===== src/rtl/bvls_pkg.sv =====
package bvls_pkg;

    localparam int unsigned DEPTH_DEF = 16;
    localparam int unsigned VALUE_W   = 32;
    localparam int unsigned OP_W      = 3;
    localparam int unsigned POS_W     = 4;
    localparam int unsigned COUNT_W   = 5;

    localparam logic [OP_W-1:0] OP_APPEND = 3'd0;
    localparam logic [OP_W-1:0] OP_REMOVE = 3'd1;
    localparam logic [OP_W-1:0] OP_SEARCH = 3'd2;
    localparam logic [OP_W-1:0] OP_SORT   = 3'd3;
    localparam logic [OP_W-1:0] OP_CLEAR  = 3'd4;

    // datapath commands
    typedef struct packed {
        logic load_op;     // capture the input beat, zero the index
        logic rd;          // issue a memory read at the index
        logic idx_inc;     // advance the walk index
        logic wr_append;   // write the value at the count, bump count
        logic hit_latch;   // record found at the entry last read
        logic shift_wr;    // write the read word one place down
        logic cnt_dec;     // drop the count by one
        logic cnt_clr;     // empty the list
        logic key_load;    // hold read word as insertion key, j = i
        logic ins_rd;      // read entry j-1
        logic ins_move;    // write entry j from read word, step j down
        logic ins_place;   // write key at j
    } t_cmd;

    typedef struct packed {
        logic idx_end;     // index has reached the count
        logic match;       // registered read word equals the value
        logic full;        // count at depth
        logic greater;     // registered read word above the key (signed)
        logic j_zero;      // insertion point at the head
    } t_sts;

endpackage


===== src/rtl/bvls_datapath.sv =====
module bvls_datapath #(
    parameter int unsigned DEPTH = bvls_pkg::DEPTH_DEF
) (
    input  logic                                i_clk,
    input  logic                                i_rst_n,
    input  logic [bvls_pkg::OP_W-1:0]           i_operation,
    input  logic signed [bvls_pkg::VALUE_W-1:0] i_value,
    input  bvls_pkg::t_cmd                      i_cmd,
    output bvls_pkg::t_sts                      o_sts,
    output logic [bvls_pkg::OP_W-1:0]           o_op,
    output logic                                o_found,
    output logic [bvls_pkg::POS_W-1:0]          o_position,
    output logic [bvls_pkg::COUNT_W-1:0]        o_entry_count
);
    localparam int unsigned AW = (DEPTH > 1) ? $clog2(DEPTH) : 1;
    localparam int unsigned CW = $clog2(DEPTH + 1);

    logic [bvls_pkg::VALUE_W-1:0] r_mem [DEPTH];
    logic [bvls_pkg::VALUE_W-1:0] r_rd;
    logic [bvls_pkg::VALUE_W-1:0] r_val;
    logic [bvls_pkg::VALUE_W-1:0] r_key;
    logic [bvls_pkg::OP_W-1:0]    r_op;
    logic [CW-1:0]                r_cnt;
    logic [CW-1:0]                r_idx;
    logic [CW-1:0]                r_j;
    logic [CW-1:0]                r_pos;
    logic                         r_found;
    logic [AW-1:0]                rd_addr;
    logic                         wr_en;
    logic [AW-1:0]                wr_addr;
    logic [bvls_pkg::VALUE_W-1:0] wr_data;

    always_comb begin
        rd_addr = r_idx[AW-1:0];
        if (i_cmd.ins_rd) begin
            rd_addr = AW'(r_j - CW'(1));
        end
        wr_en   = 1'b0;
        wr_addr = r_cnt[AW-1:0];
        wr_data = r_val;
        if (i_cmd.wr_append) begin
            wr_en = 1'b1;
        end else if (i_cmd.shift_wr) begin
            wr_en   = 1'b1;
            wr_addr = AW'(r_idx - CW'(2));
            wr_data = r_rd;
        end else if (i_cmd.ins_move) begin
            wr_en   = 1'b1;
            wr_addr = r_j[AW-1:0];
            wr_data = r_rd;
        end else if (i_cmd.ins_place) begin
            wr_en   = 1'b1;
            wr_addr = r_j[AW-1:0];
            wr_data = r_key;
        end
    end

    always_ff @(posedge i_clk) begin
        if (wr_en) begin
            r_mem[wr_addr] <= wr_data;
        end
        if (i_cmd.rd || i_cmd.ins_rd) begin
            r_rd <= r_mem[rd_addr];
        end
        if (i_cmd.load_op) begin
            r_val <= i_value;
        end
        if (i_cmd.key_load) begin
            r_key <= r_rd;
        end
    end

    always_ff @(posedge i_clk) begin
        if (!i_rst_n) begin
            r_cnt   <= '0;
            r_idx   <= '0;
            r_j     <= '0;
            r_pos   <= '0;
            r_found <= 1'b0;
            r_op    <= '0;
        end else begin
            if (i_cmd.load_op) begin
                r_op    <= i_operation;
                r_idx   <= '0;
                r_pos   <= '0;
                r_found <= 1'b0;
            end
            if (i_cmd.idx_inc) begin
                r_idx <= r_idx + CW'(1);
            end
            if (i_cmd.hit_latch) begin
                r_found <= 1'b1;
                r_pos   <= r_idx - CW'(1);
            end
            if (i_cmd.wr_append) begin
                r_cnt <= r_cnt + CW'(1);
            end else if (i_cmd.cnt_dec) begin
                r_cnt <= r_cnt - CW'(1);
            end else if (i_cmd.cnt_clr) begin
                r_cnt <= '0;
            end
            if (i_cmd.key_load) begin
                r_j <= r_idx - CW'(1);
            end else if (i_cmd.ins_move) begin
                r_j <= r_j - CW'(1);
            end
        end
    end

    // the sort walk starts at entry 1, so an empty list must also end it
    always_comb begin
        o_sts.idx_end = (r_idx >= r_cnt);
        o_sts.match   = (r_rd == r_val);
        o_sts.full    = (r_cnt == CW'(DEPTH));
        o_sts.greater = $signed(r_rd) > $signed(r_key);
        o_sts.j_zero  = (r_j == '0);
    end

    assign o_op          = r_op;
    assign o_found       = r_found;
    assign o_position    = bvls_pkg::POS_W'(r_pos);
    assign o_entry_count = bvls_pkg::COUNT_W'(r_cnt);
endmodule


===== src/rtl/bvls_ctrl.sv =====
module bvls_ctrl (
    input  logic                      i_clk,
    input  logic                      i_rst_n,
    input  logic                      i_in_valid,
    output logic                      o_in_ready,
    output logic                      o_out_valid,
    input  logic                      i_out_ready,
    output logic                      o_overflow,
    input  logic [bvls_pkg::OP_W-1:0] i_op,
    input  bvls_pkg::t_sts            i_sts,
    output bvls_pkg::t_cmd            o_cmd
);
    typedef enum logic [10:0] {
        S_IDLE  = 11'b00000000001,
        S_DISP  = 11'b00000000010,
        S_FRD   = 11'b00000000100,
        S_FCHK  = 11'b00000001000,
        S_SHRD  = 11'b00000010000,
        S_SHWR  = 11'b00000100000,
        S_SRD   = 11'b00001000000,
        S_SKEY  = 11'b00010000000,
        S_SCMP  = 11'b00100000000,
        S_SCHK  = 11'b01000000000,
        S_DONE  = 11'b10000000000
    } t_state;

    t_state r_state, n_state;
    logic   r_ovf, n_ovf;

    always_comb begin
        n_state = r_state;
        n_ovf   = r_ovf;
        o_cmd   = '0;
        unique case (r_state)
            S_IDLE: begin
                if (i_in_valid) begin
                    o_cmd.load_op = 1'b1;
                    n_ovf   = 1'b0;
                    n_state = S_DISP;
                end
            end
            S_DISP: begin
                unique case (i_op) inside
                    bvls_pkg::OP_APPEND: begin
                        if (i_sts.full) n_ovf = 1'b1;
                        else o_cmd.wr_append = 1'b1;
                        n_state = S_DONE;
                    end
                    bvls_pkg::OP_REMOVE, bvls_pkg::OP_SEARCH: begin
                        n_state = S_FRD;
                    end
                    bvls_pkg::OP_SORT: begin
                        o_cmd.idx_inc = 1'b1;   // insertion starts at entry 1
                        n_state = S_SRD;
                    end
                    bvls_pkg::OP_CLEAR: begin
                        o_cmd.cnt_clr = 1'b1;
                        n_state = S_DONE;
                    end
                    default: n_state = S_DONE;
                endcase
            end
            // search walk: read entry idx, advance, compare next cycle
            S_FRD: begin
                if (i_sts.idx_end) begin
                    n_state = S_DONE;
                end else begin
                    o_cmd.rd      = 1'b1;
                    o_cmd.idx_inc = 1'b1;
                    n_state = S_FCHK;
                end
            end
            S_FCHK: begin
                if (i_sts.match) begin
                    o_cmd.hit_latch = 1'b1;
                    n_state = (i_op == bvls_pkg::OP_REMOVE) ? S_SHRD : S_DONE;
                end else begin
                    n_state = S_FRD;
                end
            end
            // close up: idx points one past the gap
            S_SHRD: begin
                if (i_sts.idx_end) begin
                    o_cmd.cnt_dec = 1'b1;
                    n_state = S_DONE;
                end else begin
                    o_cmd.rd      = 1'b1;
                    o_cmd.idx_inc = 1'b1;
                    n_state = S_SHWR;
                end
            end
            S_SHWR: begin
                o_cmd.shift_wr = 1'b1;
                n_state = S_SHRD;
            end
            // insertion sort: idx is i
            S_SRD: begin
                if (i_sts.idx_end) begin
                    n_state = S_DONE;
                end else begin
                    o_cmd.rd      = 1'b1;
                    o_cmd.idx_inc = 1'b1;
                    n_state = S_SKEY;
                end
            end
            S_SKEY: begin
                o_cmd.key_load = 1'b1;
                n_state = S_SCMP;
            end
            S_SCMP: begin
                if (i_sts.j_zero) begin
                    o_cmd.ins_place = 1'b1;
                    n_state = S_SRD;
                end else begin
                    o_cmd.ins_rd = 1'b1;
                    n_state = S_SCHK;
                end
            end
            S_SCHK: begin
                if (i_sts.greater) begin
                    o_cmd.ins_move = 1'b1;
                    n_state = S_SCMP;
                end else begin
                    o_cmd.ins_place = 1'b1;
                    n_state = S_SRD;
                end
            end
            S_DONE: begin
                if (i_out_ready) n_state = S_IDLE;
            end
            default: n_state = S_IDLE;
        endcase
    end

    always_ff @(posedge i_clk) begin
        if (!i_rst_n) begin
            r_state <= S_IDLE;
            r_ovf   <= 1'b0;
        end else begin
            r_state <= n_state;
            r_ovf   <= n_ovf;
        end
    end

    assign o_in_ready  = (r_state == S_IDLE);
    assign o_out_valid = (r_state == S_DONE);
    assign o_overflow  = r_ovf;
endmodule


===== src/rtl/bounded_value_list_store_unit.sv =====
// Bounded value list store: an ordered list of up to DEPTH signed 32-bit
// values, kept in insertion order from the head until a sort reorders them.
// Input channel (i_in_valid / o_in_ready) carries one operation a beat:
// append, remove first match, search, sort ascending or clear, with a value.
// Output channel (o_out_valid / i_out_ready) returns one result beat per
// input beat: found, position, entry count and overflow.
// Append and clear go straight from dispatch to the result; search and remove
// walk the entries from the head, reading and then comparing each (remove
// then reads each later entry and writes it back one place down); sort is an
// insertion sort that reads each key, then reads and moves the greater entries
// before it. The single-port memory read and compare loop sets the pace.
// One item is handled at a time: a new beat is taken only once the result
// beat has been accepted. A stalled receiver holds the result steady.
// Reset empties the list at once; no clearing pass is needed, as entries at
// or beyond the count are never read.
module bounded_value_list_store_unit #(
    parameter int unsigned DEPTH = bvls_pkg::DEPTH_DEF
) (
    input  logic                                i_clk,
    input  logic                                i_rst_n,
    input  logic                                i_in_valid,
    output logic                                o_in_ready,
    input  logic [bvls_pkg::OP_W-1:0]           i_operation,
    input  logic signed [bvls_pkg::VALUE_W-1:0] i_value,
    output logic                                o_out_valid,
    input  logic                                i_out_ready,
    output logic                                o_found,
    output logic [bvls_pkg::POS_W-1:0]          o_position,
    output logic [bvls_pkg::COUNT_W-1:0]        o_entry_count,
    output logic                                o_overflow
);
    bvls_pkg::t_cmd              cmd;
    bvls_pkg::t_sts              sts;
    logic [bvls_pkg::OP_W-1:0]   op;

    // sequence each operation
    bvls_ctrl u_ctrl (
        .i_clk       (i_clk),
        .i_rst_n     (i_rst_n),
        .i_in_valid  (i_in_valid),
        .o_in_ready  (o_in_ready),
        .o_out_valid (o_out_valid),
        .i_out_ready (i_out_ready),
        .o_overflow  (o_overflow),
        .i_op        (op),
        .i_sts       (sts),
        .o_cmd       (cmd)
    );

    // hold the list, count and result fields
    bvls_datapath #(.DEPTH(DEPTH)) u_dp (
        .i_clk         (i_clk),
        .i_rst_n       (i_rst_n),
        .i_operation   (i_operation),
        .i_value       (i_value),
        .i_cmd         (cmd),
        .o_sts         (sts),
        .o_op          (op),
        .o_found       (o_found),
        .o_position    (o_position),
        .o_entry_count (o_entry_count)
    );
endmodule


===== config.mk =====
export PLATFORM = sky130hd
export DESIGN_NAME = bounded_value_list_store_unit
export DESIGN_NICKNAME = d
export VERILOG_FILES = /design/src/rtl/bvls_pkg.sv /design/src/rtl/bvls_datapath.sv /design/src/rtl/bvls_ctrl.sv /design/src/rtl/bounded_value_list_store_unit.sv
export SDC_FILE = /design/constraint.sdc
export NUM_CORES = 1
export LEC_CHECK = 0
export BUFFER_PORTS_ARGS = -buffer_cell sky130_fd_sc_hd__buf_2
export CELL_PAD_IN_SITES_DETAIL_PLACEMENT = 0
export CELL_PAD_IN_SITES_GLOBAL_PLACEMENT = 1
export CORE_ASPECT_RATIO = 1.4
export CORE_UTILIZATION = 57
export DETAILED_ROUTE_END_ITERATION = 8
export HOLD_SLACK_MARGIN = 0.12
export PLACE_DENSITY_LB_ADDON = 0.1
export SETUP_SLACK_MARGIN = 0.2
export SYNTH_ARGS = -nofsm -noshare
export SYNTH_HDL_FRONTEND = slang
export SYNTH_SLANG_ARGS = --single-unit

===== constraint.sdc =====
create_clock -name i_clk -period 10.1 [get_ports i_clk]
set_input_delay 0 -clock i_clk [delete_from_list [all_inputs] [get_ports i_clk]]
set_output_delay 0 -clock i_clk [all_outputs]
set_load 0.005 [all_outputs]

==> reports/results.ini, run 1 <==
[finish]
mostFrequentLayoutCells=edfxtp_1, nand2_1, nand3_1, a21oi_1, o21ai_0
syn_to_final_growth_pct=13.4
nFillCells=3444
diodes=0
drive_gt1_share_pct=12.8
fin_nets=2113
mostFrequentLayoutCell=edfxtp_1

[timing]
finalCritPeriodShare_pct=49.7
skew_ps=26.3
clock.fmax_mhz=199
worstMarginPinSlew_ps=1300
maxSlewHeadroom_pct=13.6
setup_slack_ps=5080
hold_violations=0
grt_setup_unrepaired=false
slew_viol_final=0
setup_viol=0
tns_ps=0
fin_crit_ps=5020

[pwr]
p_clk_share_pct=41.9
ir_drop_v=0.000198
switching_power_mw=1.06
pwr-share-comb_pct=2.4
p_leak_nw=10.6
seqPwrFrac_pct=55.7
p_per_area_nw_per_um2=172
p_int_mw=4.24
switching_share_pct=20.1

[synthesis]
synth-seq-area-share_pct=69.8
yosysWarnings=0
synthFlopType=edfxtp_1
synth_cell_types=81
synth_edf_count=608
syn_nets=1999
synthesis.area_um2=27100
ys_async_sr_fraction_pct=0
ys_ff_latch=643
syn_avg_cell_area_um2=14.2
syn_inst=1915

[detailed_routing]
drt_iter0_drc=1395
wire_per_inst_um=26.8
via_per_inst=6.40
routed-via-count=17287
drt-total-wl_um=72400
ant_nets=0
drtPass1Iterations=5
remaining_drc_errors=0

[grt]
grt-ovfl-total=0
first_global_vias=17069
grtUsageTotal_pct=29.9
grt_pass1_wl_um=106000
grt_max_degree=112
grt_antenna_before_repair=0

[die]
die-width_um=186
die_y_um=260
fp-row-count=94
start_util_pct=57.7
dieArea_um2=48500
io_pins=52
coreArea_um2=47000

[placed_design]
dpl_worst_slack_ps=5110
dp_hpwl_um=41800
port_buffers=51
finalWeightedCongestion=0.873

[clock_tree]
insertion_delay_ps=620
htreeDepth=2
clk_pin_slew_ps=70
cts_resized=0
clock_sink_count=643
cts-root-buf=clkbuf_16
cts_buffer_depth=3
cts_tree=yes
post_cts_buffers=0
hold_buffers=69
cts_made_buffers=59

[status]
outcome=complete, no violations

[critical_path]
worst_ep_required_time_ps=10440
critical_path.endpoint_type=register
arrival_ps=5360
crit_type=reg2reg
cp_max_fo=111
cp-start-kind=register

[hold_path]
hp-class=in2reg

[run]
maxCapViolCount=0

==> power groups by stage <==
stage | combinational, mW | sequential (mW) | clock, mW
2_1_floorplan | 0.0628 | 3.00 | 0
3_3_place_gp | 0.0992 | 3.01 | 0
3_5_place_dp | 0.102 | 3.01 | 0
4_1_cts | 0.123 | 2.95 | 2.23
5_1_grt | 0.135 | 2.95 | 2.33
6_report | 0.126 | 2.95 | 2.22
==> worst max-delay path, stage by stage (launching register included) <==
cell and delay (ps):
dfxtp_1 480, inv_1 140, ha_1 280, or3b_4 270
o21a_1 370, nand3_4 530, nand2_8 850, buf_4 700
mux4_2 600, a22oi_1 200, o41ai_1 100
==> flip-flops by register name, summed over array words and instances (netlist names) <==
signal / flops
u_dp.o_entry_count: 5
u_ctrl.o_overflow: 1
u_dp.r_mem: 512
u_dp.o_found: 1
u_dp.o_op: 3
u_dp.r_idx: 5
u_dp.r_pos: 4
u_dp.r_val: 32
u_dp.r_j: 5
u_ctrl.r_state: 11
u_dp.r_rd: 32
u_dp.r_key: 32
==> Yosys cell counts, types with 8 or more instances <==
master / count / area share, %
buf_1: 8 / 0.11
o41ai_1: 16 / 0.52
nand3_1: 130 / 2.4
nor3_1: 10 / 0.18
and3_1: 59 / 1.4
a2111oi_0: 9 / 0.29
a211o_1: 21 / 0.68
a22oi_1: 17 / 0.47
buf_2: 22 / 0.41
nand2_1: 212 / 2.9
nand2b_1: 10 / 0.23
ha_1: 45 / 2.1
a21oi_1: 101 / 1.9
a221o_1: 33 / 1.2
nor4_1: 12 / 0.28
nor2b_1: 8 / 0.18
o21ai_0: 82 / 1.5
xor2_1: 35 / 1.1
nor2_1: 53 / 0.73
clkbuf_1: 58 / 0.80
a211oi_1: 9 / 0.25
or4_1: 13 / 0.36
nand4_1: 15 / 0.35
dfxtp_1: 35 / 2.6
inv_1: 49 / 0.68
edfxtp_1: 608 / 67
and2_1: 33 / 0.76
mux4_2: 32 / 2.7
mux2i_1: 26 / 0.96
a31oi_1: 19 / 0.44
o22ai_1: 8 / 0.18
a41o_1: 12 / 0.44
buf_4: 11 / 0.30
==> per-layer routing <==
layer | global-route usage [%] | vias up | routed length [um]
met5 | 0 | - | 0
met3 | 3.74 | 155 | 4570
met4 | 12.1 | 0 | 2910
li1 | - | 7612 | -
met2 | 52.4 | 672 | 37100
met1 | 37.9 | 8848 | 27900
==> area by class of cell <==
cell class                 instances  area (um2)  share of cell area [%]
sequential                       643       19000                    61.6
multi-input combinational       1112        7680                    24.9
clock buffer                      73        1570                    5.11
timing repair buffer             163        1270                    4.12
tap                              624         781                    2.54
clock inverter                    35         329                    1.07
inverter                          50         188                   0.610
==> logic make-up (layout without fill, tap and decap cells) <==
group / Yosys count / after routing / synth area share [%]
AND/OR/NAND/NOR: 596 / 596 / 11.1
flip-flops: 643 / 643 / 69.8
AO/OA/AOI/OAI: 367 / 367 / 9.22
buffers and inverters: 160 / 321 / 2.65
XOR/XNOR: 41 / 41 / 1.32
adder cells (fa/ha/maj): 45 / 45 / 2.07
multiplexers: 63 / 63 / 3.82
==> worst paths after layout <==
| check | cells after the start | endpoint | slack, ps | start |
|---|---|---|---|---|
| worst min register to register | 2 | u_dp.o_found | 490 | u_dp.o_found |
| worst max register to register | 10 | u_dp.r_rd[17] | 5080 | u_dp.r_j[0] |
| worst max-delay path | 10 | u_dp.r_rd[17] | 5080 | u_dp.r_j[0] |
| worst min-delay path | 2 | u_dp.r_val[13] | 130 | i_value[13] |
==> stage by stage <==
| stage | instance area, um2 | cells | hold slack (ps) | power [mW] | util [%] |
|---|---|---|---|---|---|
| global route | 30800 | 2700 | 142 | 5.41 | 65.4 |
| finish | 30800 | 2700 | 126 | 5.30 | 65.4 |
| detailed placement | 28200 | 2523 | 178 | 3.11 | 59.9 |
| global placement | 28200 | 2523 | 176 | 3.11 | 59.9 |
| CTS | 30800 | 2700 | 121 | 5.30 | 65.4 |
| floorplan | 27100 | 1915 | 98.9 | 3.06 | - |
Note: power is estimated with default switching activity, not from simulation.
==> run 2: changes to the inputs <==
Settings changed: ABC_AREA from default to 1, CORE_UTILIZATION 57 to 51.
Clock period 10.1 ns to 5.1 ns, I/O delays scaled along.
==> run 2 against run 1 <==
Effect of this change:
- worst setup slack worse by 4100 ps
- clock power up 110%
- register-to-register slack worse by 4100 ps
- cell area up 5.1%
- combinational power rose to 3.2 times the previous value
- fmax up 21%
- critical path depth up 4
- clock skew down 4.8 ps
- flip-flop and latch count unchanged
- power up 110%
- wire length up 10%
- global-route usage down 1.5 points
- critical path type unchanged
- critical endpoint is now u_dp.r_mem[10][21]
==> reports/results.ini, run 2 <==
[timing]
finalCritPeriodShare_pct=81.3  ; +32 points
skew_ps=21.5  ; -4.83 ps
worstMarginPinSlew_ps=1300  ; +9.09 ps
tns_ps=0  ; unchanged
hold_violations=0  ; unchanged
grt_setup_unrepaired=false
maxSlewHeadroom_pct=13.0  ; -0.61 points
slew_viol_final=0  ; unchanged
setup_viol=0  ; unchanged
fin_crit_ps=4150  ; -875 ps
clock.fmax_mhz=241  ; +21%

[pwr]
p_per_area_nw_per_um2=343  ; +99%
finalPower_mw=11.1  ; +110%
p_leak_nw=12.1  ; +14%
ir_drop_v=0.000314  ; +58%

[placed_design]
finalWeightedCongestion=0.858  ; -1.8%
port_buffers=51  ; unchanged
place_area_um2=29500  ; +4.8%
dp_hpwl_um=44800  ; +7.0%
dp_cells=3208  ; +27%

[grt]
first_global_vias=18804  ; +10%
grt_max_degree=129  ; +15%
grtUsageTotal_pct=28.4  ; -1.5 points
grt-ovfl-total=0  ; unchanged
grt_pass1_wl_um=119000  ; +12%
grt_antenna_before_repair=0  ; unchanged

[synthesis]
synth-seq-area-share_pct=66.5  ; -3.3 points
synth_edf_count=608  ; unchanged
synth_top_area_cell=edfxtp_1
synthFlopType=edfxtp_1
synth_top_area_share_pct=64.1  ; -3.2 points
synth_area_leaders=edfxtp_1, o211ai_1, nand2_1, inv_1, nand3_1
synthesis.area_um2=28500  ; +5.0%
syn_nets=2599  ; +30%
ys_ff_latch=643  ; unchanged
syn_avg_cell_area_um2=11.3  ; -20%
synth_cell_types=42  ; -48%
ys_async_sr_fraction_pct=0  ; unchanged
yosysWarnings=0  ; unchanged
post-synth-top-count-cell=edfxtp_1
synthTopCellsByCount=edfxtp_1, nand2_1, inv_1, nand3_1, o211ai_1
syn_inst=2515  ; +31%

[clock_tree]
clock_sink_count=643  ; unchanged
cts_buffer_depth=3  ; unchanged
cts_resized=0  ; unchanged
cts-root-buf=clkbuf_16
cts_made_buffers=60  ; +1.7%
cts_tree=yes
clk_pin_slew_ps=60  ; about the same
insertion_delay_ps=640  ; +20 ps
htreeDepth=2  ; unchanged

[critical_path]
crit_top_cell=nand2_1
rr_worst_depth=14  ; +4
r2r-start=u_dp.r_rd[31]
cp-start-kind=register
crit_path_max_incr_delay_ps=990  ; +140 ps
crit_family=simple AND/OR/NAND/NOR gates
r2r_setup_slack_ps=950  ; -4120 ps
arrival_ps=4390  ; -970 ps
crit_type=reg2reg
critical_path.endpoint_type=register
crit_buf_inv=1  ; -1
slowest_stage=a21oi_1
path_cells=ha_1, nand2_1, nor2_1, nand2_1, nor2_1, nand2_1, nand3_1, nand3_1, nand2_1, nand2_1, buf_4, nand2_1, nand3_1, a21oi_1
worst_ep_required_time_ps=5340  ; -5100 ps
rr_endpoint=u_dp.r_mem[10][21]
cp_max_fo=22  ; -80%

[status]
outcome=complete, no violations

[hold_path]
min-delay-start=i_value[25]
hp-class=in2reg
hold_depth=2  ; unchanged
hold-path-endpoint=u_dp.r_val[25]

[die]
fp-row-count=102  ; +8.5%
die_y_um=282  ; +8.3%
dieArea_um2=56900  ; +17%
io_pins=52  ; unchanged
coreArea_um2=55300  ; +17%
die-width_um=202  ; +8.2%
start_util_pct=51.6  ; -6.1 points

[detailed_routing]
drtPass1Iterations=7  ; +2
drt-total-wl_um=80000  ; +10%
routed-via-count=19305  ; +12%
wl_met3_um=4810  ; +5.1%
met1_length_um=33300  ; +19%
drt_iter0_drc=1627  ; +17%
ant_nets=0  ; unchanged
highest_layer=met4
remaining_drc_errors=0  ; unchanged
met2_length_um=39700  ; +7.0%
wire_per_inst_um=23.6  ; -12%
via_per_inst=5.69  ; -11%

[finish]
final_cells=3390  ; +26%
mostFrequentLayoutCells=edfxtp_1, nand2_1, inv_1, nand3_1, o211ai_1
syn_to_final_growth_pct=13.4  ; about the same
finalInstanceArea_um2=32300  ; +5.1%
diodes=0  ; unchanged
largest_reg_flops=512  ; unchanged
top_register=u_dp.r_mem
fin_nets=2697  ; +28%
mostFrequentLayoutCell=edfxtp_1
drive_gt1_share_pct=8.87  ; -3.9 points
final_core_util_pct=58.5  ; -6.9 points
nFillCells=4503  ; +31%

[run]
maxCapViolCount=0  ; unchanged

## run 2: cell count changes in the layout (fill, tap and decap cells not counted), sizes merged, moves of 21 or more
cell    previous run  this run
o21ai             87       132
a221o             33         0
nand3            131       259
a211o             21         0
mux2i             26         0
mux4              32         0
and3              59         0
nand2            213       394
o211ai             4       225
inv               48       374
and2              33         1
nor2              54       117
## run 2: layer usage
metal | vias to the layer above | global-route usage [%]
met4 | 0 | 8.88
met1 | 9436 | 37.7
met2 | 690 | 48.9
met5 | - | 0
met3 | 134 | 3.27
li1 | 9045 | -
## run 2: how the worst max path moves through the flow
| stage | depth (start not counted) | start | endpoint |
|---|---|---|---|
| finish | 14 | u_dp.r_rd[31] | u_dp.r_mem[10][21] |
| global route | 14 | u_dp.r_rd[31] | u_dp.r_mem[4][30] |
| CTS | 14 | u_dp.r_rd[31] | u_dp.r_mem[12][21] |
| detailed placement | 14 | u_dp.r_rd[31] | u_dp.r_mem[6][16] |
| global placement | 14 | u_dp.r_rd[31] | u_dp.r_mem[12][21] |
| floorplan | 12 | u_dp.r_j[0] | u_dp.r_mem[15][0] |
## run 2: layout make-up
class / instances / area [um2] / area share, %
clock buffer: 70 / 1570 / 4.86
clock inverter: 41 / 510 / 1.58
inverter: 373 / 1410 / 4.35
multi-input combinational: 1370 / 7570 / 23.4
sequential: 643 / 19000 / 58.6
tap: 728 / 911 / 2.82
timing repair buffer: 165 / 1400 / 4.33
## run 2: cells by family (layout without fill, tap and decap cells)
logic type | Yosys count | in the layout | share of synthesized area (%)
compound gates | 481 | 481 | 10.7
xor+xnor | 30 | 30 | 0.922
fa+ha+maj | 45 | 45 | 1.98
buf+inv | 502 | 649 | 7.51
simple gates | 814 | 814 | 12.4
flops | 643 | 643 | 66.5
## run 2: timing repair
action                                 4_1_cts  5_1_grt
buffers inserted                             0        0
hold buffers                                71        0
endpoints found under the hold margin       53        0
## run 2: through the flow
step,setup WS [ps],hold WS [ps]
floorplan,1490,98.9
global placement,1050,181
detailed placement,1010,178
CTS,985,122
global route,700,140
finish,954,145
## run 2: power by group
group	internal, mW	switching, mW
clock network	2.76	1.99
registers	5.88	0.0546
logic	0.127	0.279
